--- src/mmh_pkg.sv ---
`default_nettype none
package mmh_pkg;

  // Mixing constant and shift of the hash
  localparam logic [63:0] MIX_M = 64'hc6a4a7935bd1e995;
  localparam logic [31:0] M_LO  = MIX_M[31:0];
  localparam logic [31:0] M_HI  = MIX_M[63:32];
  localparam int unsigned MIX_R = 47;

  // Defaults for the top-level parameters
  localparam int unsigned LENGTH_BITS_DEF = 16;
  localparam int unsigned QUEUE_DEPTH_DEF = 2;

  // Width of the key length carried through the queue (covers any LENGTH_BITS)
  localparam int unsigned KLEN_W = 32;

  // What the back end does with one chunk
  typedef enum logic [1:0] {
    KIND_FULL = 2'd0,
    KIND_PART = 2'd1,
    KIND_NONE = 2'd2
  } chunk_kind_t;

  // One classified chunk, as queued between front and back
  typedef struct packed {
    logic              start;
    logic [KLEN_W-1:0] klen;
    chunk_kind_t       kind;
    logic [2:0]        nbytes;
    logic [63:0]       data;
    logic              last;
    logic              mismatch;
  } mmh_op_t;

  // x ^ (x >> 47)
  function automatic logic [63:0] fold47(input logic [63:0] x);
    fold47 = x ^ (x >> MIX_R);
  endfunction

  // Mask keeping the low n bytes of a word
  function automatic logic [63:0] byte_mask(input logic [2:0] n);
    logic [63:0] m;
    m = '0;
    for (int i = 0; i < 8; i++) begin
      m[8*i +: 8] = (3'(i) < n) ? 8'hff : 8'h00;
    end
    byte_mask = m;
  endfunction

endpackage
`default_nettype wire

--- src/murmur64a_key_hasher.sv ---
`default_nettype none
// Streaming MurmurHash64A of keys sent as 8-byte little-endian chunks; the first
// chunk carries the key length, the last one makes the block emit the finalised
// hash and a flag telling whether the chunks used up the declared length
// exactly. Every step multiplies by the mixing constant on one shared 32x32
// multiplier that builds each 64-bit product from the partial products lo*lo,
// hi*lo and lo*hi. A full-word chunk takes the k, k-mix and h multiplies, a
// partial chunk only the h multiply, a chunk past the declared length none;
// the first chunk of a key adds the seed multiply and the last adds the
// finaliser. A short queue lets chunks be accepted while the back end works,
// and the result register lets hashing continue while a result waits. The user
// must write the seed register through the configuration channel only while no
// key is in flight; the block itself does not enforce this. It is always ready.
module murmur64a_key_hasher #(
  parameter int unsigned LENGTH_BITS = mmh_pkg::LENGTH_BITS_DEF,
  parameter int unsigned QUEUE_DEPTH = mmh_pkg::QUEUE_DEPTH_DEF
) (
  input  wire logic        clk,
  input  wire logic        rst,
  input  wire logic        cfg_valid,
  output logic             cfg_ready,
  input  wire logic [31:0] cfg_data,
  input  wire logic        in_valid,
  output logic             in_ready,
  input  wire logic        start_of_key,
  input  wire logic [15:0] key_length,
  input  wire logic [63:0] chunk,
  input  wire logic        end_of_key,
  output logic             out_valid,
  input  wire logic        out_ready,
  output logic [63:0]      hash_value,
  output logic             length_mismatch
);
  import mmh_pkg::*;

  localparam int unsigned PEND_W = $clog2(QUEUE_DEPTH + 3);

  logic [31:0]  seed;
  logic         push_valid;
  logic         push_ready;
  mmh_op_t      push_data;
  logic         pop_valid;
  logic         pop_ready;
  mmh_op_t      pop_data;
  logic [PEND_W-1:0] pending;
  logic         in_last;
  logic         out_fire;

  assign cfg_ready = 1'b1;

  // Hold the seed register
  always_ff @(posedge clk) begin
    if (rst) begin
      seed <= '0;
    end else if (cfg_valid && cfg_ready) begin
      seed <= cfg_data;
    end
  end

  mmh_front #(
    .LENGTH_BITS (LENGTH_BITS)
  ) u_front (
    .clk          (clk),
    .rst          (rst),
    .in_valid     (in_valid),
    .in_ready     (in_ready),
    .start_of_key (start_of_key),
    .key_length   (key_length),
    .chunk        (chunk),
    .end_of_key   (end_of_key),
    .push_valid   (push_valid),
    .push_ready   (push_ready),
    .push_data    (push_data)
  );

  mmh_queue #(
    .DEPTH (QUEUE_DEPTH)
  ) u_queue (
    .clk        (clk),
    .rst        (rst),
    .push_valid (push_valid),
    .push_ready (push_ready),
    .push_data  (push_data),
    .pop_valid  (pop_valid),
    .pop_ready  (pop_ready),
    .pop_data   (pop_data)
  );

  mmh_back u_back (
    .clk             (clk),
    .rst             (rst),
    .seed            (seed),
    .pop_valid       (pop_valid),
    .pop_ready       (pop_ready),
    .pop_data        (pop_data),
    .out_valid       (out_valid),
    .out_ready       (out_ready),
    .hash_value      (hash_value),
    .length_mismatch (length_mismatch)
  );

  // Count final chunks taken in but not yet delivered
  assign in_last  = in_valid && in_ready && end_of_key;
  assign out_fire = out_valid && out_ready;

  always_ff @(posedge clk) begin
    if (rst) begin
      pending <= '0;
    end else if (in_last && !out_fire) begin
      pending <= pending + PEND_W'(1);
    end else if (out_fire && !in_last) begin
      pending <= pending - PEND_W'(1);
    end
  end

  // A result only ever stands for a final chunk already taken in
  a_out_has_key: assert property (@(posedge clk) disable iff (rst)
    out_valid |-> (pending != '0))
    else $error("result without a pending final chunk");

  // A final chunk leaves a key pending in the next cycle
  a_last_pending: assert property (@(posedge clk) disable iff (rst)
    in_last |=> (pending != '0))
    else $error("final chunk not tracked");

  // Keys in flight are bounded by the queue, the back end and the result slot
  a_pending_bound: assert property (@(posedge clk) disable iff (rst)
    pending <= PEND_W'(QUEUE_DEPTH + 2))
    else $error("more keys in flight than storage allows");

endmodule
`default_nettype wire

--- src/mmh_front.sv ---
`default_nettype none
module mmh_front #(
  parameter int unsigned LENGTH_BITS = 16
) (
  input  wire logic           clk,
  input  wire logic           rst,
  input  wire logic           in_valid,
  output logic                in_ready,
  input  wire logic           start_of_key,
  input  wire logic [15:0]    key_length,
  input  wire logic [63:0]    chunk,
  input  wire logic           end_of_key,
  output logic                push_valid,
  input  wire logic           push_ready,
  output mmh_pkg::mmh_op_t    push_data
);
  import mmh_pkg::*;

  logic [LENGTH_BITS-1:0] rem;
  logic [LENGTH_BITS-1:0] rem_next;
  logic                   flag;
  logic                   flag_next;

  logic [47:0]            klen_wide;
  logic [LENGTH_BITS-1:0] klen;
  logic [LENGTH_BITS-1:0] rem_cur;
  logic                   flag_cur;
  logic                   empty_start;
  logic                   is_full;
  logic                   is_part;
  logic                   excess;

  // Classify the incoming chunk against the bytes still declared
  always_comb begin
    klen_wide   = {32'b0, key_length};
    klen        = klen_wide[LENGTH_BITS-1:0];
    rem_cur     = start_of_key ? klen : rem;
    flag_cur    = start_of_key ? 1'b0 : flag;
    empty_start = start_of_key && (klen == '0);
    is_full     = |rem_cur[LENGTH_BITS-1:3];
    is_part     = !is_full && (rem_cur != '0);
    excess      = !is_full && !is_part && !empty_start;
    rem_next    = is_full ? (rem_cur - LENGTH_BITS'(8)) : '0;
    flag_next   = flag_cur || excess || (end_of_key && (rem_next != '0));
  end

  // Build the queue entry
  always_comb begin
    push_data.start    = start_of_key;
    push_data.klen     = KLEN_W'(klen);
    push_data.kind     = is_full ? KIND_FULL : (is_part ? KIND_PART : KIND_NONE);
    push_data.nbytes   = rem_cur[2:0];
    push_data.data     = chunk;
    push_data.last     = end_of_key;
    push_data.mismatch = flag_next;
  end

  assign push_valid = in_valid;
  assign in_ready   = push_ready;

  // Advance the length bookkeeping on each accepted transaction
  always_ff @(posedge clk) begin
    if (rst) begin
      rem  <= '0;
      flag <= 1'b0;
    end else if (in_valid && push_ready) begin
      rem  <= rem_next;
      flag <= flag_next;
    end
  end

endmodule
`default_nettype wire

--- src/mmh_queue.sv ---
`default_nettype none
module mmh_queue #(
  parameter int unsigned DEPTH = 2
) (
  input  wire logic             clk,
  input  wire logic             rst,
  input  wire logic             push_valid,
  output logic                  push_ready,
  input  wire mmh_pkg::mmh_op_t push_data,
  output logic                  pop_valid,
  input  wire logic             pop_ready,
  output mmh_pkg::mmh_op_t      pop_data
);
  import mmh_pkg::*;

  localparam int unsigned PW = (DEPTH > 1) ? $clog2(DEPTH) : 1;
  localparam int unsigned CW = $clog2(DEPTH + 1);

  mmh_op_t         slots [DEPTH];
  logic [PW-1:0]   wr_ptr;
  logic [PW-1:0]   rd_ptr;
  logic [CW-1:0]   count;
  logic            do_push;
  logic            do_pop;

  assign push_ready = (count != CW'(DEPTH));
  assign pop_valid  = (count != '0);
  assign pop_data   = slots[rd_ptr];
  assign do_push    = push_valid && push_ready;
  assign do_pop     = pop_valid && pop_ready;

  // Hold entries; payload needs no reset
  always_ff @(posedge clk) begin
    if (do_push) begin
      slots[wr_ptr] <= push_data;
    end
  end

  // Advance pointers and fill count
  always_ff @(posedge clk) begin
    if (rst) begin
      wr_ptr <= '0;
      rd_ptr <= '0;
      count  <= '0;
    end else begin
      if (do_push) begin
        wr_ptr <= (wr_ptr == PW'(DEPTH - 1)) ? '0 : wr_ptr + PW'(1);
      end
      if (do_pop) begin
        rd_ptr <= (rd_ptr == PW'(DEPTH - 1)) ? '0 : rd_ptr + PW'(1);
      end
      if (do_push && !do_pop) begin
        count <= count + CW'(1);
      end else if (do_pop && !do_push) begin
        count <= count - CW'(1);
      end
    end
  end

endmodule
`default_nettype wire

--- src/mmh_mul.sv ---
`default_nettype none
module mmh_mul (
  input  wire logic        clk,
  input  wire logic        rst,
  input  wire logic        start,
  input  wire logic [63:0] operand,
  output logic             done,
  output logic [63:0]      product
);
  import mmh_pkg::*;

  logic [63:0] a;
  logic [63:0] acc;
  logic [1:0]  step;
  logic        busy;
  logic [31:0] mul_x;
  logic [31:0] mul_y;
  logic [63:0] prod;

  // Pick the partial product for this step: lo*lo, hi*lo, lo*hi
  always_comb begin
    case (step)
      2'd0:    begin mul_x = a[31:0];  mul_y = M_LO; end
      2'd1:    begin mul_x = a[63:32]; mul_y = M_LO; end
      default: begin mul_x = a[31:0];  mul_y = M_HI; end
    endcase
    prod = 64'(mul_x) * 64'(mul_y);
  end

  assign product = acc;

  // Accumulate the low 64 bits of operand * M, one partial product per step
  always_ff @(posedge clk) begin
    if (rst) begin
      busy <= 1'b0;
      done <= 1'b0;
      step <= 2'd0;
    end else begin
      done <= busy && (step == 2'd2);
      if (start && !busy) begin
        a    <= operand;
        busy <= 1'b1;
        step <= 2'd0;
      end else if (busy) begin
        if (step == 2'd0) begin
          acc <= prod;
        end else begin
          acc[63:32] <= acc[63:32] + prod[31:0];
        end
        if (step == 2'd2) begin
          busy <= 1'b0;
          step <= 2'd0;
        end else begin
          step <= step + 2'd1;
        end
      end
    end
  end

endmodule
`default_nettype wire

--- src/mmh_back.sv ---
`default_nettype none
module mmh_back (
  input  wire logic             clk,
  input  wire logic             rst,
  input  wire logic [31:0]      seed,
  input  wire logic             pop_valid,
  output logic                  pop_ready,
  input  wire mmh_pkg::mmh_op_t pop_data,
  output logic                  out_valid,
  input  wire logic             out_ready,
  output logic [63:0]           hash_value,
  output logic                  length_mismatch
);
  import mmh_pkg::*;

  typedef enum logic [2:0] {
    S_IDLE,
    S_SEED,
    S_DISPATCH,
    S_K1,
    S_K2,
    S_H,
    S_FIN,
    S_EMIT
  } state_t;

  state_t      state;
  mmh_op_t     cur;
  logic [63:0] h;
  logic        mul_start;
  logic [63:0] mul_op;
  logic        mul_done;
  logic [63:0] mul_prod;

  mmh_mul u_mul (
    .clk     (clk),
    .rst     (rst),
    .start   (mul_start),
    .operand (mul_op),
    .done    (mul_done),
    .product (mul_prod)
  );

  assign pop_ready = (state == S_IDLE);

  // Sequence the hash steps of one chunk over the shared multiplier
  always_ff @(posedge clk) begin
    if (rst) begin
      state     <= S_IDLE;
      mul_start <= 1'b0;
      out_valid <= 1'b0;
      h         <= '0;
    end else begin
      // Drop the result once taken, unless a new one replaces it
      if (out_valid && out_ready && (state != S_EMIT)) begin
        out_valid <= 1'b0;
      end
      unique case (state)
        S_IDLE: begin
          mul_start <= pop_valid && pop_data.start;
          if (pop_valid) begin
            cur <= pop_data;
            if (pop_data.start) begin
              mul_op    <= 64'(pop_data.klen);
              state     <= S_SEED;
            end else begin
              state <= S_DISPATCH;
            end
          end
        end
        S_SEED: begin
          mul_start <= 1'b0;
          if (mul_done) begin
            h     <= 64'(seed) ^ mul_prod;
            state <= S_DISPATCH;
          end
        end
        S_DISPATCH: begin
          mul_start <= (cur.kind == KIND_FULL) || (cur.kind == KIND_PART) || cur.last;
          unique case (cur.kind)
            KIND_FULL: begin
              mul_op    <= cur.data;
              state     <= S_K1;
            end
            KIND_PART: begin
              mul_op    <= h ^ (cur.data & byte_mask(cur.nbytes));
              state     <= S_H;
            end
            default: begin
              if (cur.last) begin
                mul_op    <= fold47(h);
                state     <= S_FIN;
              end else begin
                state <= S_IDLE;
              end
            end
          endcase
        end
        S_K1: begin
          mul_start <= mul_done;
          if (mul_done) begin
            mul_op    <= fold47(mul_prod);
            state     <= S_K2;
          end
        end
        S_K2: begin
          mul_start <= mul_done;
          if (mul_done) begin
            mul_op    <= h ^ mul_prod;
            state     <= S_H;
          end
        end
        S_H: begin
          mul_start <= mul_done && cur.last;
          if (mul_done) begin
            h <= mul_prod;
            if (cur.last) begin
              mul_op    <= fold47(mul_prod);
              state     <= S_FIN;
            end else begin
              state <= S_IDLE;
            end
          end
        end
        S_FIN: begin
          mul_start <= 1'b0;
          if (mul_done) begin
            state <= S_EMIT;
          end
        end
        S_EMIT: begin
          mul_start <= 1'b0;
          // Product stays in the multiplier until the next start
          if (!out_valid || out_ready) begin
            out_valid       <= 1'b1;
            hash_value      <= fold47(mul_prod);
            length_mismatch <= cur.mismatch;
            state           <= S_IDLE;
          end
        end
        default: begin
          mul_start <= 1'b0;
          state     <= S_IDLE;
        end
      endcase
    end
  end

endmodule
`default_nettype wire
--- config.mk ---
export PLATFORM = sky130hd
export DESIGN_NAME = murmur64a_key_hasher
export DESIGN_NICKNAME = d
export VERILOG_FILES = /design/src/mmh_pkg.sv /design/src/murmur64a_key_hasher.sv /design/src/mmh_front.sv /design/src/mmh_queue.sv /design/src/mmh_mul.sv /design/src/mmh_back.sv
export SDC_FILE = /design/constraint.sdc
export NUM_CORES = 2
export LEC_CHECK = 0
export ABC_CLOCK_PERIOD_IN_PS = 17900
export BUFFER_PORTS_ARGS = -buffer_cell sky130_fd_sc_hd__clkbuf_2
export CAP_MARGIN = 5
export CORE_ASPECT_RATIO = 1.5
export CORE_UTILIZATION = 40
export DETAILED_ROUTE_END_ITERATION = 10
export MAX_ROUTING_LAYER = met4
export SLEW_MARGIN = 20
export SYNTH_ARGS = -nofsm -noshare
export SYNTH_HDL_FRONTEND = slang
export SYNTH_SLANG_ARGS = --single-unit
--- constraint.sdc ---
create_clock -name clk -period 17.9 [get_ports clk]
set_input_delay 0.895 -clock clk [delete_from_list [all_inputs] [get_ports clk]]
set_output_delay 0.895 -clock clk [all_outputs]
set_load 0.01 [all_outputs]
Yosys cells after proc, flatten, opt, wreduce, memory -nomap -nowiden

Memories as Yosys holds them, arrays and structs flattened. A register that Yosys moved wholly into a read port is not among the register bits.
Index checks and enable logic that the tools add are counted.

Reductions and logical operators: 50
Multiply operators: 1
Muxes and demuxes: 55
Order comparisons: 8
Add/sub/neg operators: 7
Eq/ne operators: 22
Bitwise gates (word level): 8

Operators with widths:

| kind                                                                  | count |
|---|---|
| 64-bit 2-to-1 mux                                                     | 9 |
| 64-bit one-hot mux with 5 select lines                                | 1 |
| 64-bit one-hot mux with 2 select lines                                | 2 |
| 64-bit by 17-bit XOR with 64-bit output                               | 2 |
| 64-bit XOR                                                            | 2 |
| 32-bit 2-to-1 mux                                                     | 3 |
| 64-bit bitwise AND                                                    | 1 |
| 32-bit by 32-bit multiplier with 64-bit output                        | 1 |
| 8-bit 2-to-1 mux                                                      | 8 |
| 32-bit by 64-bit XOR with 64-bit output                               | 1 |
| 32-bit adder                                                          | 1 |
| 16-bit 2-to-1 mux                                                     | 2 |
| 16-bit nonzero test                                                   | 2 |
| 3-bit 2-to-1 mux                                                      | 8 |
| 3-bit one-hot mux with 8 select lines                                 | 1 |
| 16-bit zero test                                                      | 1 |
| 16-bit by 4-bit subtractor with 16-bit output (second input constant) | 1 |
| 1-bit logical AND                                                     | 15 |
| 1-bit 2-to-1 mux                                                      | 13 |
| 13-bit OR reduction                                                   | 1 |
| 3-bit equality test (second input constant)                           | 4 |
| 3-bit less-than comparator (first input constant)                     | 4 |
| 2-bit 2-to-1 mux                                                      | 6 |
| 2-bit inequality test (second input constant)                         | 6 |
| other kinds (28)                                                      | 56 |

Bits in writable memories: 176
Bits in registers: 454
Word-level logic and storage cells: 176
Memories kept: 1

Memory list:

| memory        | words | width | rd ports | clocked after memory_dff | wr ports | RTL line        | RTL |
|---|---|---|---|---|---|---|---|
| u_queue.slots | 2     | 88    | 1        | 1                        | 1        | mmh_queue.sv:19 | `mmh_op_t slots [DEPTH];` |

Depth between registers and ports, before layout

Word-level depth: 9
Gate-level depth with buffers: 40

Cells and area by module

From an unflattened synthesis, not the netlist that was laid out.

Cells, all modules: 4918
Area total of the unflattened synthesis: 55169.2 µm²

By module, submodules not included:

| module               | area an instance (µm²) | cells an instance | instances |
|---|---|---|---|
| mmh_mul              | 30429.2                | 2937              | 1 |
| mmh_back             | 13347.8                | 1253              | 1 |
| mmh_queue            | 7978.9                 | 348               | 1 |
| mmh_front            | 2238.4                 | 275               | 1 |
| murmur64a_key_hasher | 1174.9                 | 105               | 1 |

Worst setup path before layout

Ideal clock, no wire load.

Path kind: register to register
Start: register u_back.state[1]
End: register u_back.mul_op[0] (enable)
Arrival time: 11.190 ns
Required time: 17.072 ns
Setup time: 0.828 ns
Setup slack: 5.882 ns
Cell stages (with the launch flop): 7
Buffers on the path: 2
Clock period less this slack: 12.018 ns
Cell sequence: dfxtp_1 > clkbuf_1 > nor2_1 > nand2_1 > clkbuf_1 > a21oi_1 > a2111oi_0

Cells in the longest elaborated chain, start to end: 3

Ends and longest elaborated chain:

| item                                                                                     | RTL line       | RTL |
|---|---|---|
| start: declaration                                                                       | mmh_back.sv:27 | `state_t state;` |
| start signal: assignment                                                                 | mmh_back.sv:49 | `state <= S_IDLE;` |
| start signal: assignment                                                                 | mmh_back.sv:65 | `state <= S_SEED;` |
| start signal: assignment                                                                 | mmh_back.sv:67 | `state <= S_DISPATCH;` |
| 3-bit by 2-bit equality test with 1-bit output, or another cell as far along             | mmh_back.sv:58 | `unique case (state)` |
| 4-bit by 1-bit inequality test with 1-bit output (no line), or another cell as far along | n/a            |  |
| 9-bit AND reduction (no line) (*)                                                        | n/a            |  |
| end signal: assignment                                                                   | mmh_back.sv:64 | `mul_op <= 64'(pop_data.klen);` |
| end signal: assignment                                                                   | mmh_back.sv:82 | `mul_op <= cur.data;` |
| end signal: assignment                                                                   | mmh_back.sv:86 | `mul_op <= h ^ (cur.data & byte_mask(cur.nbytes));` |
| end: declaration                                                                         | mmh_back.sv:31 | `logic [63:0] mul_op;` |

Every way passes the cells marked *; elsewhere a longest branch is shown, timed or not.
A chain may end at the register's enable or synchronous reset.

Worst setup path after layout

Start: register u_back.u_mul.step[1]
End: register u_back.u_mul.acc[63], in the netlist u_back.u_mul.product[63] (data pin)

Cells in the longest elaborated chain, start to end: 6

Ends and longest elaborated chain:

| item                                                                              | RTL line      | RTL |
|---|---|---|
| start: declaration                                                                | mmh_mul.sv:14 | `logic [1:0] step;` |
| start signal: assignment                                                          | mmh_mul.sv:54 | `step <= step + 2'd1;` |
| 2-bit by 1-bit equality test with 1-bit output or 2-bit zero test (tied branches) | mmh_mul.sv:22 | `case (step)` |
| 2-bit OR reduction (no line)                                                      | n/a           |  |
| 32-bit 2-to-1 mux                                                                 | mmh_mul.sv:22 |  |
| 32-bit by 32-bit multiplier with 64-bit output (*)                                | mmh_mul.sv:27 | `prod = 64'(mul_x) * 64'(mul_y);` |
| named net u_back.u_mul.prod[26]                                                   | mmh_mul.sv:18 | `logic [63:0] prod;` |
| 32-bit adder (*)                                                                  | mmh_mul.sv:48 | `acc[63:32] <= acc[63:32] + prod[31:0];` |
| 32-bit 2-to-1 mux (*)                                                             | mmh_mul.sv:45 | `if (step == 2'd0) begin` |
| end signal: assignment                                                            | mmh_mul.sv:46 | `acc <= prod;` |
| end signal: assignment                                                            | mmh_mul.sv:48 |  |
| end: declaration                                                                  | mmh_mul.sv:13 | `logic [63:0] acc;` |

The timed path passes the listed nets; every way through them passes the cells marked *.

==> flow_metrics.tcl <==
set metrics [dict create \
    status "completed" \
    min_path_type "reg -> reg" \
    root_buffer "clkbuf_16" \
    syn-instance-count 4747 \
    synth_area_leader_cell "edfxtp_1" \
    synth-edff-count 504 \
    crit_fanout 50 \
    synth_area_leaders "edfxtp_1, fa_1, ha_1" \
    use_met2_pct 46.80 \
    fin_crit_sh_pct 63.42 \
    setup_violations 0 \
    path_clk_slew_ns 0.08 \
    critPathArrivalTime_ns 11.85 \
    antenna_found_initial 3 \
    syn_area_per_cell_um2 10.93 \
    use_met1_pct 29.27 \
    hold_buffers 0 \
    dieWidth_um 296.1 \
    initial_core_util_pct 40.38 \
    overflow 0 \
    final_max_slew_viol_count 0 \
    ys_types 83 \
    synth_seq_area_share_pct 34.06 \
    ios 187 \
    grt_util_all_layers_pct 27.24 \
    worstPathRequired_ns 18.39 \
    max_stage_delay_ns 0.70 \
    grt_pass1_wl_um 250700 \
    cp_common_cell "fa_1" \
    area_delta_synth_final_pct 9.103 \
    vias 35930 \
    cp_top_family "adder cells" \
    cts_tree "done" \
    grt_pass1_vias 37700 \
    wl_per_cell_um 25.99 \
    slew_headroom_pct 18.52 \
    cp-end-kind "flip-flop" \
    routed_wl_um 171800 \
    die_y_um 443.2 \
    grt_start_max_net_pins 97 \
    tns_ns 0 \
    coreArea_um2 128500 \
    drc 0 \
    max_freq_mhz 88.09 \
    cts_resized 0 \
    worst_slew_pin_slew_ns 1.209 \
    layout.nets 6026 \
    drive_gt1_share_pct 10.05 \
    dp_hpwl_um 141600 \
    synthMostInstantiatedCell "inv_1" \
    hold_slack_ns 0.4175 \
    synth_ff_type "edfxtp_1" \
    synth_top_area_share_pct 29.16 \
    drt_pre_antenna_iters 6 \
    busiest_layer "met2" \
    use_met3_pct 2.073 \
    vias_per_cell 5.435 \
    rsz0062_at_grt "no" \
    syn_area_um2 51900 \
    ys_async_sr_fraction_pct 0 \
    start_kind "flip-flop" \
    clockBufferDepth 3 \
    place_congestion 1.037 \
    cts_buffers 50 \
    worstSkewPairLatency_ns 0.62 \
    ys.warnings.count 0 \
    post_cts_buffers 0 \
    clock_sinks 631 \
    fp-row-count 161 \
    ys_ff_latch 631 \
    cts-htree-levels 2 \
    criticalPathCategory "reg -> reg" \
    fill_cells 12280 \
    drtIter0Drc 2972 \
    cp_num_buf_inv 8 \
    ant_nets 0 \
    worst_clock_skew_ns 0.01747 \
    hold_viol_final 0 \
    die-area_um2 131200 \
    cap_violations 0 \
    cp_slowest_cell "mux2i_1" \
    io_buffers 185 \
    fin_crit_ns 11.35 \
    synth_common_cells "inv_1, fa_1, edfxtp_1" \
]
[metal layers]
metal,vias up,wire length [um]
met5,-,0
met4,0,15800
met3,467,6850
met2,1256,88420
met1,18050,60720
li1,16160,-
[final cells by class]
cell class	instances	area, um2	share of cell area (%)
sequential	631	17680	31.23
inverter	810	3040	5.369
clock buffer	59	1369	2.417
tap	1711	2141	3.781
clock inverter	34	467.9	0.8264
multi-input combinational	3119	30530	53.91
antenna	3	7.507	0.01326
timing repair buffer	244	1391	2.457
[cells in the final DEF (no fill, tap or decap), types with 10 or more instances in the layout]
master       n
ha_1       438
nand4_1     22
o31ai_1     10
clkbuf_16   53
bufinv_16   10
nand2b_1    16
o21bai_1    20
a21oi_1    217
o21ai_1     17
a22o_1      17
clkbuf_2   184
inv_1      808
nor2b_1     15
and3_1      14
a21o_1      53
o211ai_1    18
nor2_1     230
a31oi_1     41
nand2_1    298
nor3b_1     11
nand3_1     73
o22ai_1     10
edfxtp_1   504
nor3_1      36
or2_2       35
buf_4       59
or3_1       10
mux2i_1     95
dfxtp_1    124
and2_1      28
o21ai_0    266
mux2_2      78
a221oi_1    17
a211oi_1    79
fa_1       613
xnor2_1    103
xor2_1      85
a22oi_1     43
[worst reg2reg max path, delay by kind of cell, from the launching register on]
family	cells	cell delay [ns]
multiplexers	1	0.72
AND/OR/NAND/NOR	8	1.60
flip-flops	1	0.31
buffers and inverters	8	1.76
XOR/XNOR	1	0.47
adder cells (fa/ha/maj)	10	4.44
AO/OA/AOI/OAI	9	1.92
[worst paths after layout]
path / startpoint / endpoint / slack [ns] / depth (start not counted)
setup / recovery: u_back.u_mul.step[1] / u_back.u_mul.product[63] / 6.55 / 37
hold / removal: u_back.mul_op[11] / u_back.u_mul.a[11] / 0.42 / 0
setup reg to reg: u_back.u_mul.step[1] / u_back.u_mul.product[63] / 6.55 / 37
hold reg to reg: u_back.mul_op[11] / u_back.u_mul.a[11] / 0.42 / 0
[metrics by stage]
stage | setup WS, ns | util (%) | cell area [um2] | cells
after CTS | 6.574 | 44.03 | 56590 | 6607
after detailed placement | 6.645 | 42.60 | 54760 | 6514
final | 6.548 | 44.06 | 56630 | 6611
after global routing | 6.147 | 44.06 | 56620 | 6610
after floorplan | 5.882 | - | 51920 | 4751
after global placement | 6.719 | 42.60 | 54760 | 6514
[kinds of logic after synthesis]
family,count (synthesis),synth area share (%)
adders and majority gates,1051,34.20
buffers and inverters,1001,7.300
AOI/OAI and AO/OA,875,10.47
and+or+nand+nor,826,7.256
DFF,631,34.06
xor gates and xnor gates,188,3.172
muxes,173,3.524
other,2,0.01447
[registers in the layout (all words and copies together) (netlist names), 3 cells and up, named ones only]
register / count
u_queue.slots: 176
u_back.u_mul.product: 64
u_back.h: 64
seed: 32
u_back.cur: 71
u_back.mul_op: 64
u_back.hash_value: 64
u_front.rem: 16
u_back.u_mul.a: 64
u_back.state: 3
Power is not shown: default switching activity piles up to over one toggle a cycle in this logic, so the estimate is an artifact.
